===== src/hdl/assert_macros.svh =====
// Concurrent check helpers, sampled on clk_i and held off during reset.
`ifndef ASSERT_MACROS_SVH
`define ASSERT_MACROS_SVH

// prop must hold at every edge out of reset.
`define RTCH_ASSERT(lbl, prop, msg) \
  lbl: assert property (@(posedge clk_i) disable iff (!rst_ni) (prop)) else $error(msg);

// expr must never be true out of reset.
`define RTCH_ASSERT_NEVER(lbl, expr, msg) \
  lbl: assert property (@(posedge clk_i) disable iff (!rst_ni) !(expr)) else $error(msg);

`endif


===== src/hdl/rtch_pkg.sv =====
`timescale 1ns / 1ps
`default_nettype none

package rtch_pkg;

  localparam int CoordW       = 16;
  localparam int MeshW        = 8;
  localparam int TW           = 32;
  localparam int FracW        = 16;
  localparam int MeshCountDef = 256;
  localparam int CfgIdxW      = 3;

  localparam int EdgeW  = CoordW + 1;
  localparam int NormW  = 2 * EdgeW + 1;
  localparam int DenW   = NormW + CoordW + 2;
  localparam int NumW   = NormW + EdgeW + 2;
  localparam int HitW   = 34;
  localparam int WW     = HitW + 1;
  localparam int CrossW = EdgeW + WW + 1;

  localparam int MulAW   = 36;
  localparam int MulBW   = 28;
  localparam int ProdW   = MulAW + MulBW;
  localparam int AccW    = 92;
  localparam int SplitSh = 26;

  typedef enum logic [CfgIdxW-1:0] {
    CFG_ORG_X = 3'd0,
    CFG_ORG_Y = 3'd1,
    CFG_ORG_Z = 3'd2,
    CFG_DIR_X = 3'd3,
    CFG_DIR_Y = 3'd4,
    CFG_DIR_Z = 3'd5
  } cfg_idx_e;

  typedef struct packed {
    logic signed [CoordW-1:0] a_x;
    logic signed [CoordW-1:0] a_y;
    logic signed [CoordW-1:0] a_z;
    logic signed [CoordW-1:0] b_x;
    logic signed [CoordW-1:0] b_y;
    logic signed [CoordW-1:0] b_z;
    logic signed [CoordW-1:0] c_x;
    logic signed [CoordW-1:0] c_y;
    logic signed [CoordW-1:0] c_z;
    logic [MeshW-1:0]         mesh_id;
    logic                     last_triangle;
  } in_item_t;

  typedef struct packed {
    logic             hit;
    logic [TW-1:0]    distance_t;
    logic [MeshW-1:0] hit_mesh;
  } out_item_t;

  typedef struct packed {
    logic                    en;
    logic                    clr;
    logic                    neg;
    logic                    hi;
    logic signed [MulAW-1:0] a;
    logic signed [MulBW-1:0] b;
  } mac_op_t;

endpackage

`default_nettype wire


===== src/hdl/rtch_mac.sv =====
`timescale 1ns / 1ps
`default_nettype none

module rtch_mac import rtch_pkg::*; (
  input  wire logic                   clk_i,
  input  wire logic                   rst_ni,
  input  wire mac_op_t                op_i,
  output logic signed [AccW-1:0]      acc_o
);

  logic signed [ProdW-1:0] prod_d, prod_q;
  logic                    en_q, clr_q, neg_q, hi_q;
  logic signed [AccW-1:0]  term, addend, acc_d, acc_q;

  assign prod_d = op_i.a * op_i.b;

  always_ff @(posedge clk_i or negedge rst_ni) begin
    if (!rst_ni) begin
      en_q <= 1'b0;
    end else begin
      en_q <= op_i.en;
    end
  end

  always_ff @(posedge clk_i) begin
    prod_q <= prod_d;
    clr_q  <= op_i.clr;
    neg_q  <= op_i.neg;
    hi_q   <= op_i.hi;
    acc_q  <= acc_d;
  end

  always_comb begin
    term   = hi_q ? (AccW'(prod_q) <<< SplitSh) : AccW'(prod_q);
    addend = neg_q ? -term : term;
    acc_d  = acc_q;
    if (en_q) begin
      acc_d = (clr_q ? AccW'(0) : acc_q) + addend;
    end
  end

  assign acc_o = acc_q;

endmodule

`default_nettype wire


===== config.mk =====
export PLATFORM = sky130hd
export DESIGN_NAME = rtch_mac
export DESIGN_NICKNAME = d
export VERILOG_FILES = /design/src/hdl/assert_macros.svh /design/src/hdl/rtch_pkg.sv /design/src/hdl/rtch_mac.sv
export SDC_FILE = /design/constraint.sdc
export NUM_CORES = 2
export LEC_CHECK = 0
export ABC_AREA = 1
export BUFFER_PORTS_ARGS = -buffer_cell sky130_fd_sc_hd__buf_2
export CORE_MARGIN = 2
export CORE_UTILIZATION = 53
export DETAILED_ROUTE_END_ITERATION = 8
export PLACE_DENSITY = 0.68
export SYNTH_ARGS = -nofsm -noshare
export SYNTH_HDL_FRONTEND = slang
export SYNTH_SLANG_ARGS = --single-unit
export TNS_END_PERCENT = 1

===== constraint.sdc =====
create_clock -name clk_i -period 5 [get_ports clk_i]
set_clock_uncertainty 0.1 [all_clocks]
set_input_delay 1 -clock clk_i [delete_from_list [all_inputs] [get_ports clk_i]]
set_output_delay 1 -clock clk_i [all_outputs]
set_load 0.03 [all_outputs]

==> metrics.md <==
| Metric | Value |
|---|---|
| Violated checks | setup timing |
| Post-synthesis compound-gate area fraction | slightly above 5% |
| Total track usage | 37.6% |
| Via count | 51700 |
| Worst setup SP type | primary input |
| Post-synthesis adder-cell area fraction | between 40% and 50% |
| Ant. Diodes | 0 |
| Slowest cell on the critical path | fa_2 |
| Placement row count | 117 |
| Initial Util | 53.6% |
| Mux contribution to synthesized area | 0% |
| Sink Count | 160 |
| Reg2reg start | hi_q |
| Cells after Synth | between 7000 and 8000 |
| CP max stage delay | 0.61 ns |
| Mapped Nets | 9181 |
| Yosys cell types | 46 |
| CP arrival | 7.12 ns |
| Cells after DPL | 9797 |
| Cell Count, Final, Fillers Out | 9876 |
| ANT nets after route | 0 |
| Number of detailed-route iterations in the first pass | 6 |
| Global-route wire length before repair | between 300000 and 400000 um |
| Height of the chip | 326 um |
| Worst-path clk slew | 0.08 ns |
| Hold Fails Final Rpt | 0 |
| Setup CP Type | primary input to register |
| Hold_ws | between 0.1 and 0.15 ns |
| Largest family of logic cells by synthesized area | adder cells |
| Max-cap violations | 0 |
| TritonCTS Buffers | 17 |
| Synth Warn # | 0 |
| Layout net count | 9890 |
| Worst skew pair latency | 0.52 ns |
| CTS Hold Buffers Added | 0 |
| Max Slew Vio Count | 0 |
| Fmax | between 0.1 and 0.15 GHz |
| WL final | ~200000 um |
| IO buf count | 161 |
| FFs w/ async S/R, synth | 0.625% |
| Status | finished with violations |
| Setup WS post-layout | -1.81 ns |
| Number of synthesized flops with an enable pin | 92 |
| Setup violators final | 58 |
| Top-level I/O count | 162 |
| Largest net degree at the start of global routing | 80 |
| Final Critical Period | ~6.8 ns |
| Share of layout cells above drive strength 1 | a little under a fifth |
| Reg2Reg Setup Slack | 0.12 ns |
| Final GP Congestion | 0.987 |
| CTS root buf | clkbuf_16 |
| Total grt overflow | 0 |
| DP Wirelength | 174000 um |
| WL per Instance | approximately 20 um |
| Ys flop type | edfxtp_1 |
| Vias per cell | around 5.2 |
| Area Growth Syn to Fin | 21.8% |
| H-tree depth | 4 |
| Synth Cell Area | 54800 um^2 |
| Core area | 102000 um^2 |
| CP required | about 5.3 ns |
| CTS tree | built |
| Slew headroom | 47.5% |
| Synth Area in Simple Gates | a little under a quarter |
| Vias in the first global route | 53900 |
| DR DRC count | 0 |
| Slew @ Worst Pin | 0.787 ns |
| Worst-path fanout max | 5 |
| Hold Crit Class | primary input to asynchronous set/reset pin |
| Crit share post-route | 136% |
| Worst reg2reg path depth | 21 |
| Synth Area per Inst | about 7 um^2 |
| Critical path endpoint category | register |
| 1st-iter DRT viols | 4047 |
| Xor-xnor portion of the synthesized cell area | 2.80% |
| Initial antenna violation count | 0 |
| Post-layout util | 65.3% |
| Crit Reg-Reg Endpoint | acc_o[72] |
| Die Area | 106000 um^2 |
| Worst setup path endpoint | prod_q[54] |
| Die Span X | about 330 um |
| Seq/Total Area, Yosys | under 10% |
| Post-synthesis register bit count | 160 |
| CTS Buffer Depth | 2 |
| Setup crit start | op_i[3] |
| RSZ-0062 raised after global routing | true |
per-layer routing:
layer / vias to the layer above / wire length (um) / track usage, %
li1: 23900 / - / -
met1: 25200 / 77500 / 47.0
met2: 2086 / 96300 / 64.6
met3: 514 / 15400 / 5.77
met4: 2 / 12000 / 16.5
met5: - / 151 / 0
worst max-delay path, delay by kind of cell:
family        cells  cell delay (ns)
fa+ha+maj         9             3.99
buf+inv          12             1.31
simple gates      7             0.81
cell usage in the layout (no fill, tap or decap), types with 8 or more instances in the layout:
cell type | synthesis | routed
edfxtp_1 | 92 | 92
nor3_1 | 33 | 19
nor4_1 | 12 | 10
buf_8 | 2 | 12
nand2_2 | 19 | 69
ha_4 | 0 | 83
o21ai_1 | 32 | 60
nor2_2 | 25 | 82
nor2_1 | 560 | 469
xnor2_1 | 26 | 26
o21ai_2 | 14 | 37
nand2_1 | 2256 | 2198
ha_1 | 293 | 207
nand3_1 | 196 | 182
fa_1 | 1032 | 999
o21bai_1 | 37 | 33
nor3_2 | 4 | 11
a21oi_1 | 227 | 175
nand3_2 | 5 | 17
inv_1 | 2130 | 2076
fa_2 | 0 | 33
or2_2 | 10 | 10
a21oi_2 | 0 | 45
nor2_4 | 6 | 40
xor2_1 | 149 | 146
inv_2 | 6 | 53
buf_12 | 0 | 69
a21o_1 | 10 | 9
nand3b_1 | 10 | 10
dfxtp_1 | 67 | 64
o21ai_0 | 176 | 122
nand4_1 | 56 | 56
buf_4 | 4 | 699
buf_6 | 14 | 38
buf_2 | 5 | 113
nand2_4 | 1 | 8
clkbuf_16 | 0 | 31
final cells by class:
cell class	instances	area [um^2]
multi-input cells	5224	44000
inverters	2139	8050
fillers	9088	35400
well taps	1368	1710
clock buffers	17	425
repair buffers	953	8270
flip-flops and latches	160	4140
clock inverters	15	171
sequential cells by signal, summed over array words and instances, names as in the netlist:
signal  flops
acc_o      92
clr_q       1
en_q        1
hi_q        1
neg_q       1
prod_q     64
how the worst min path moves through the flow:
stage	from	to	slack [ns]	cells after the start
floorplan	rst_ni	en_q	0.60	0
global placement	acc_o[0]	acc_o[0]	0.59	3
detailed placement	acc_o[0]	acc_o[0]	0.62	3
CTS	rst_ni	en_q	0.12	1
global route	rst_ni	en_q	0.13	1
finish	rst_ni	en_q	0.13	1
Yosys cell counts (10+ instances only):
cell type | number | share of area [%]
a21o_1 | 10 | 0.14
a21oi_1 | 227 | 2.1
a31oi_1 | 12 | 0.14
buf_1 | 31 | 0.21
buf_6 | 14 | 0.29
clkbuf_1 | 207 | 1.4
dfxtp_1 | 67 | 2.4
edfxtp_1 | 92 | 5.0
fa_1 | 1032 | 38
ha_1 | 293 | 6.7
inv_1 | 2130 | 15
nand2_1 | 2256 | 15
nand2_2 | 19 | 0.22
nand3_1 | 196 | 1.8
nand3b_1 | 10 | 0.14
nand4_1 | 56 | 0.64
nor2_1 | 560 | 3.8
nor2_2 | 25 | 0.29
nor3_1 | 33 | 0.30
nor4_1 | 12 | 0.14
o21ai_0 | 176 | 1.6
o21ai_1 | 32 | 0.29
o21ai_2 | 14 | 0.22
o21bai_1 | 37 | 0.51
or2_2 | 10 | 0.11
xnor2_1 | 26 | 0.42
xor2_1 | 149 | 2.4
cell families (layout without fill, tap and decap cells):
family | Yosys count | after routing
AOI/OAI and AO/OA | 520 | 520
adders and majority gates | 1325 | 1325
buffers and inverters | 2402 | 3124
and+or+nand+nor | 3204 | 3204
xor gates and xnor gates | 175 | 175
DFF | 160 | 160
repair_timing:
action	in CTS	in global routing
gates resized for setup	278	438
cloned	0	14
buffers inserted	5	28
pin swaps	24	168
endpoints found under the setup margin	58	74
metrics by stage:
stage	setup slack (ns)	instance area [um^2]	TNS [ns]
2_1_floorplan	-2.34	55100	-106.74
3_3_place_gp	-3.02	62800	-141.65
3_5_place_dp	-3.02	62800	-146.34
4_1_cts	-1.94	64600	-89.89
5_1_grt	-2.00	66700	-98.63
6_report	-1.81	66700	-87.09
Power is not shown: default switching activity piles up to over one toggle a cycle in this logic, so the estimate is an artifact.
