===== config.mk =====
export PLATFORM = sky130hd
export DESIGN_NAME = rtch_div
export DESIGN_NICKNAME = d
export VERILOG_FILES = /design/src/hdl/assert_macros.svh /design/src/hdl/rtch_pkg.sv /design/src/hdl/rtch_div.sv
export SDC_FILE = /design/constraint.sdc
export NUM_CORES = 1
export LEC_CHECK = 0
export BUFFER_PORTS_ARGS = -buffer_cell sky130_fd_sc_hd__buf_2
export CAP_MARGIN = 20
export CORE_MARGIN = 1.5
export CORE_UTILIZATION = 35
export DETAILED_ROUTE_END_ITERATION = 7
export PLACE_DENSITY_LB_ADDON = 0.05
export SETUP_SLACK_MARGIN = 0.15
export SLEW_MARGIN = 10
export SYNTH_ARGS = -nofsm -noshare
export SYNTH_HDL_FRONTEND = slang
export SYNTH_SLANG_ARGS = --single-unit
export TNS_END_PERCENT = 50

===== constraint.sdc =====
create_clock -name clk_i -period 8.79 [get_ports clk_i]
set_input_delay 0.879 -clock clk_i [delete_from_list [all_inputs] [get_ports clk_i]]
set_output_delay 0.879 -clock clk_i [all_outputs]
set_load 0.05 [all_outputs]

===== src/hdl/assert_macros.svh =====
// Concurrent check helpers, sampled on clk_i and held off during reset.
`ifndef ASSERT_MACROS_SVH
`define ASSERT_MACROS_SVH

// prop must hold at every edge out of reset.
`define RTCH_ASSERT(lbl, prop, msg) \
  lbl: assert property (@(posedge clk_i) disable iff (!rst_ni) (prop)) else $error(msg);

// expr must never be true out of reset.
`define RTCH_ASSERT_NEVER(lbl, expr, msg) \
  lbl: assert property (@(posedge clk_i) disable iff (!rst_ni) !(expr)) else $error(msg);

`endif


===== src/hdl/rtch_pkg.sv =====
`timescale 1ns / 1ps
`default_nettype none

package rtch_pkg;

  localparam int CoordW       = 16;
  localparam int MeshW        = 8;
  localparam int TW           = 32;
  localparam int FracW        = 16;
  localparam int MeshCountDef = 256;
  localparam int CfgIdxW      = 3;

  localparam int EdgeW  = CoordW + 1;
  localparam int NormW  = 2 * EdgeW + 1;
  localparam int DenW   = NormW + CoordW + 2;
  localparam int NumW   = NormW + EdgeW + 2;
  localparam int HitW   = 34;
  localparam int WW     = HitW + 1;
  localparam int CrossW = EdgeW + WW + 1;

  localparam int MulAW   = 36;
  localparam int MulBW   = 28;
  localparam int ProdW   = MulAW + MulBW;
  localparam int AccW    = 92;
  localparam int SplitSh = 26;

  typedef enum logic [CfgIdxW-1:0] {
    CFG_ORG_X = 3'd0,
    CFG_ORG_Y = 3'd1,
    CFG_ORG_Z = 3'd2,
    CFG_DIR_X = 3'd3,
    CFG_DIR_Y = 3'd4,
    CFG_DIR_Z = 3'd5
  } cfg_idx_e;

  typedef struct packed {
    logic signed [CoordW-1:0] a_x;
    logic signed [CoordW-1:0] a_y;
    logic signed [CoordW-1:0] a_z;
    logic signed [CoordW-1:0] b_x;
    logic signed [CoordW-1:0] b_y;
    logic signed [CoordW-1:0] b_z;
    logic signed [CoordW-1:0] c_x;
    logic signed [CoordW-1:0] c_y;
    logic signed [CoordW-1:0] c_z;
    logic [MeshW-1:0]         mesh_id;
    logic                     last_triangle;
  } in_item_t;

  typedef struct packed {
    logic             hit;
    logic [TW-1:0]    distance_t;
    logic [MeshW-1:0] hit_mesh;
  } out_item_t;

  typedef struct packed {
    logic                    en;
    logic                    clr;
    logic                    neg;
    logic                    hi;
    logic signed [MulAW-1:0] a;
    logic signed [MulBW-1:0] b;
  } mac_op_t;

endpackage

`default_nettype wire


===== src/hdl/rtch_div.sv =====
`timescale 1ns / 1ps
`default_nettype none

module rtch_div import rtch_pkg::*; (
  input  wire logic            clk_i,
  input  wire logic            rst_ni,
  input  wire logic            start_i,
  input  wire logic [NumW-1:0] num_i,
  input  wire logic [DenW-1:0] den_i,
  output logic                 done_o,
  output logic [TW-1:0]        quo_o
);

  localparam int CntW = $clog2(TW);

  logic            busy_q, done_q;
  logic [CntW-1:0] cnt_q;
  logic [DenW-1:0] rem_q, den_q;
  logic [TW-1:0]   sh_q, quo_q;
  logic [DenW:0]   rem2;
  logic            ge, ovf;

  assign rem2 = {rem_q, sh_q[TW-1]};
  assign ge   = rem2 >= {1'b0, den_q};
  assign ovf  = (NumW + FracW)'(num_i) >= {den_i, FracW'(0)};

  always_ff @(posedge clk_i or negedge rst_ni) begin
    if (!rst_ni) begin
      busy_q <= 1'b0;
      done_q <= 1'b0;
      cnt_q  <= '0;
    end else begin
      if (start_i) begin
        busy_q <= !ovf;
        done_q <= ovf;
        cnt_q  <= '0;
      end else if (busy_q) begin
        cnt_q  <= cnt_q + 1'b1;
        done_q <= cnt_q == CntW'(TW - 1);
        if (cnt_q == CntW'(TW - 1)) begin
          busy_q <= 1'b0;
        end
      end else begin
        done_q <= 1'b0;
      end
    end
  end

  always_ff @(posedge clk_i) begin
    if (start_i) begin
      den_q <= den_i;
      rem_q <= DenW'(num_i[NumW-1:FracW]);
      sh_q  <= {num_i[FracW-1:0], FracW'(0)};
      quo_q <= ovf ? '1 : '0;
    end else if (busy_q) begin
      rem_q <= ge ? DenW'(rem2 - {1'b0, den_q}) : rem2[DenW-1:0];
      sh_q  <= sh_q << 1;
      quo_q <= {quo_q[TW-2:0], ge};
    end
  end

  assign done_o = done_q;
  assign quo_o  = quo_q;

endmodule

`default_nettype wire


==> results.sh <==
export IMPL_hpwl_um=22400
export IMPL_crit_type="flip-flop to flip-flop"
export IMPL_die_h_um=179
export IMPL_critPathBufInv=1
export IMPL_slew_viol_final=0
export IMPL_nets=1466
export IMPL_drtAntennaViolNets=0
export IMPL_rows=64
export IMPL_drtIter0Drc=496
export IMPL_via_per_inst=5.17
export IMPL_r2r_cells=12
export IMPL_ys_ff_latch=161
export IMPL_max_stage_delay_ns=0.79
export IMPL_fin_crit_sh=0.497
export IMPL_cts_tree="built"
export IMPL_critPathCaptureType="flip-flop"
export IMPL_yosysSeqAreaShare=0.428
export IMPL_cts_buffers=17
export IMPL_critPathSlowestCell="o21ai_4"
export IMPL_regToRegEndpoint="rem_q[3]"
export IMPL_cp_start_kind="flip-flop"
export IMPL_drv_cap=0
export IMPL_start_util=0.355
export IMPL_cts_max_level=4
export IMPL_grt_pass1_vias=8703
export IMPL_track_usage=0.192
export IMPL_setup_viol=0
export IMPL_synthFlopType="edfxtp_1"
export IMPL_dpl_instance_area_sq_um=11900
export IMPL_gp_congestion=0.820
export IMPL_wl_per_cell_um=18.0
export IMPL_cts_root_buf="clkbuf_16"
export IMPL_area_growth_pct=15.2
export IMPL_cts_setup_buffers=0
export IMPL_p_leak_nw=5.60
export IMPL_hp_class="input pin to async pin"
export IMPL_crit_top_cell="a21oi_1"
export IMPL_coreArea_sq_um=30600
export IMPL_ys_async_sr_fraction=0.0435
export IMPL_setup_tns_final_ns=0
export IMPL_fillers=3145
export IMPL_drc=0
export IMPL_path_clk_slew_ns=0.07
export IMPL_cts_repair_resized=0
export IMPL_yosys_cell_types_count=69
export IMPL_first_pass_iters=5
export IMPL_final_core_util=0.409
export IMPL_antenna_found_initial=2
export IMPL_synth_edf_count=139
export IMPL_fin_skew_ns=0.0153
export IMPL_finalInstanceArea_sq_um=12500
export IMPL_worst_slew_pin_slew_ns=1.02
export IMPL_synth_fp_nets=1348
export IMPL_worstPathCellList="ha_1 -> a21oi_1 -> o21ai_0 -> a221oi_2 -> o221a_2 -> o221ai_2 -> a311o_1 -> o21ai_4 -> buf_4 -> nor2_1 -> a211oi_1 -> a21oi_1"
export IMPL_ys_warn_count=0
export IMPL_crit_family="compound AO/OA/AOI/OAI gates"
export IMPL_antennaDiodeCount=0
export IMPL_vdd_drop_max_mv=0.133
export IMPL_synth_area_sq_um=10900
export IMPL_vias=8643
export IMPL_status="complete, no violations"
export IMPL_synth_cells=1144
export IMPL_p_per_area_nw_per_um2=173
export IMPL_power_total_mw=2.16
export IMPL_cts_buffer_depth=2
export IMPL_avgSynthCellArea_sq_um=9.50
export IMPL_critPathRequiredTime_ns=8.94
export IMPL_grt_overflow=0
export IMPL_finalWirelength_um=30000
export IMPL_setup_reg_to_reg_worst_slack_ns=4.42
export IMPL_grt_pass1_wl_um=47200
export IMPL_dieArea_sq_um=32100
export IMPL_rsz0062_at_grt="no"
export IMPL_num_io_pins=143
export IMPL_port_buffers=142
export IMPL_layout_drive_gt1_share=0.171
export IMPL_r2r_start="rem_q[24]"
export IMPL_clkLatencyLatePin_ns=0.44
export IMPL_fmaxAchievable_mhz=229
export IMPL_worstPathArrival_ns=4.52
export IMPL_die_w_um=179
export IMPL_hold_ws_ns=0.260
export IMPL_ctsHoldBuffers=0
export IMPL_maxSlewHeadroom=0.318
export IMPL_grt_max_degree=87
export IMPL_cts_sinks=161
export IMPL_finalCriticalPeriod_ns=4.37
export IMPL_worstPathMaxFanout=40
export IMPL_hold_viol_final=0
==> through the flow <==
step                std cells  setup slack (ns)
finish                   1671              4.42
floorplan                1144              5.39
global placement         1637              4.40
CTS                      1669              4.36
global route             1671              4.10
detailed placement       1637              4.37
==> cells by family after synthesis <==
group | count (synthesis) | share of synthesized area
simple gates | 257 | 0.116
buf+inv | 208 | 0.0750
xor+xnor | 46 | 0.0371
fa+ha+maj | 94 | 0.109
flops | 161 | 0.428
mux | 29 | 0.0292
compound gates | 349 | 0.206
==> cell usage in the layout (no fill, tap or decap), types with 7 or more instances in the layout <==
| cell | instances |
|---|---|
| a211oi_1 | 18 |
| a21o_1 | 43 |
| a21oi_1 | 97 |
| a31oi_1 | 10 |
| and2_1 | 7 |
| buf_2 | 141 |
| clkbuf_16 | 17 |
| dfrtp_1 | 7 |
| dfxtp_1 | 15 |
| edfxtp_1 | 139 |
| ha_1 | 93 |
| inv_1 | 156 |
| mux2_2 | 22 |
| mux2i_1 | 7 |
| nand2_1 | 61 |
| nand2b_1 | 12 |
| nand3_1 | 18 |
| nand4_1 | 29 |
| nor2_1 | 67 |
| nor2b_1 | 9 |
| nor3_1 | 18 |
| nor4_1 | 10 |
| o211ai_1 | 16 |
| o21a_1 | 26 |
| o21ai_0 | 80 |
| o21bai_1 | 10 |
| xnor2_1 | 29 |
| xor2_1 | 17 |
==> how the worst max path moves through the flow <==
stage / start / endpoint / cells after the start
after CTS: rem_q[24] / rem_q[3] / 12
after detailed placement: rem_q[24] / rem_q[2] / 12
after global placement: num_i[7] / busy_q / 12
after floorplan: start_i / quo_o[0] / 3
final: rem_q[24] / rem_q[3] / 12
after global routing: sh_q[31] / rem_q[0] / 14
==> cell usage after synthesis, types with 15 or more instances <==
master / instances / area, sq um
a211oi_1: 18 / 135
a21o_1: 43 / 323
a21oi_1: 97 / 485
clkbuf_1: 30 / 113
dfxtp_1: 15 / 300
edfxtp_1: 139 / 4170
ha_1: 93 / 1160
inv_1: 157 / 589
mux2_2: 22 / 248
nand2_1: 61 / 229
nand3_1: 18 / 90.1
nand4_1: 29 / 181
nor2_1: 67 / 251
nor3_1: 18 / 90.1
o211ai_1: 16 / 120
o21a_1: 26 / 195
o21ai_0: 80 / 400
xnor2_1: 29 / 254
xor2_1: 17 / 149
==> state kept, by name, indices dropped and copies added, names as in the netlist <==
signal	cells
busy_q	1
quo_o	32
sh_q	16
rem_q	53
cnt_q	5
den_q	53
done_o	1
==> worst reg2reg max path, stage by stage, from the launching register on <==
cell,delay [ns]
edfxtp_1,0.39
ha_1,0.42
a21oi_1,0.22
o21ai_0,0.21
a221oi_2,0.32
o221a_2,0.28
o221ai_2,0.13
a311o_1,0.38
o21ai_4,0.79
buf_4,0.53
nor2_1,0.12
a211oi_1,0.23
a21oi_1,0.07
==> metal layers <==
layer  global-route usage  share of wire  wire, um
met5                    0        0.00040        12
met1                0.271           0.50     15100
met4               0.0424         0.0085       255
met3               0.0403          0.043      1280
met2                0.301           0.45     13400
==> cell type report <==
type | count | area (sq um) | share of cell area
clock buffer | 22 | 464 | 0.0371
clock inverter | 10 | 101 | 0.00809
inverter | 157 | 591 | 0.0472
multi-input combinational | 775 | 5430 | 0.434
sequential | 161 | 4650 | 0.371
tap | 396 | 495 | 0.0396
timing repair buffer | 150 | 790 | 0.0630
==> power by group <==
part / internal [mW] / switching (mW) / leakage [nW]
Sequential: 0.880 / 0.0205 / 1.69
Clock: 0.409 / 0.335 / 0.273
Combinational: 0.210 / 0.307 / 3.64
Power figures use the tool's default switching activity.
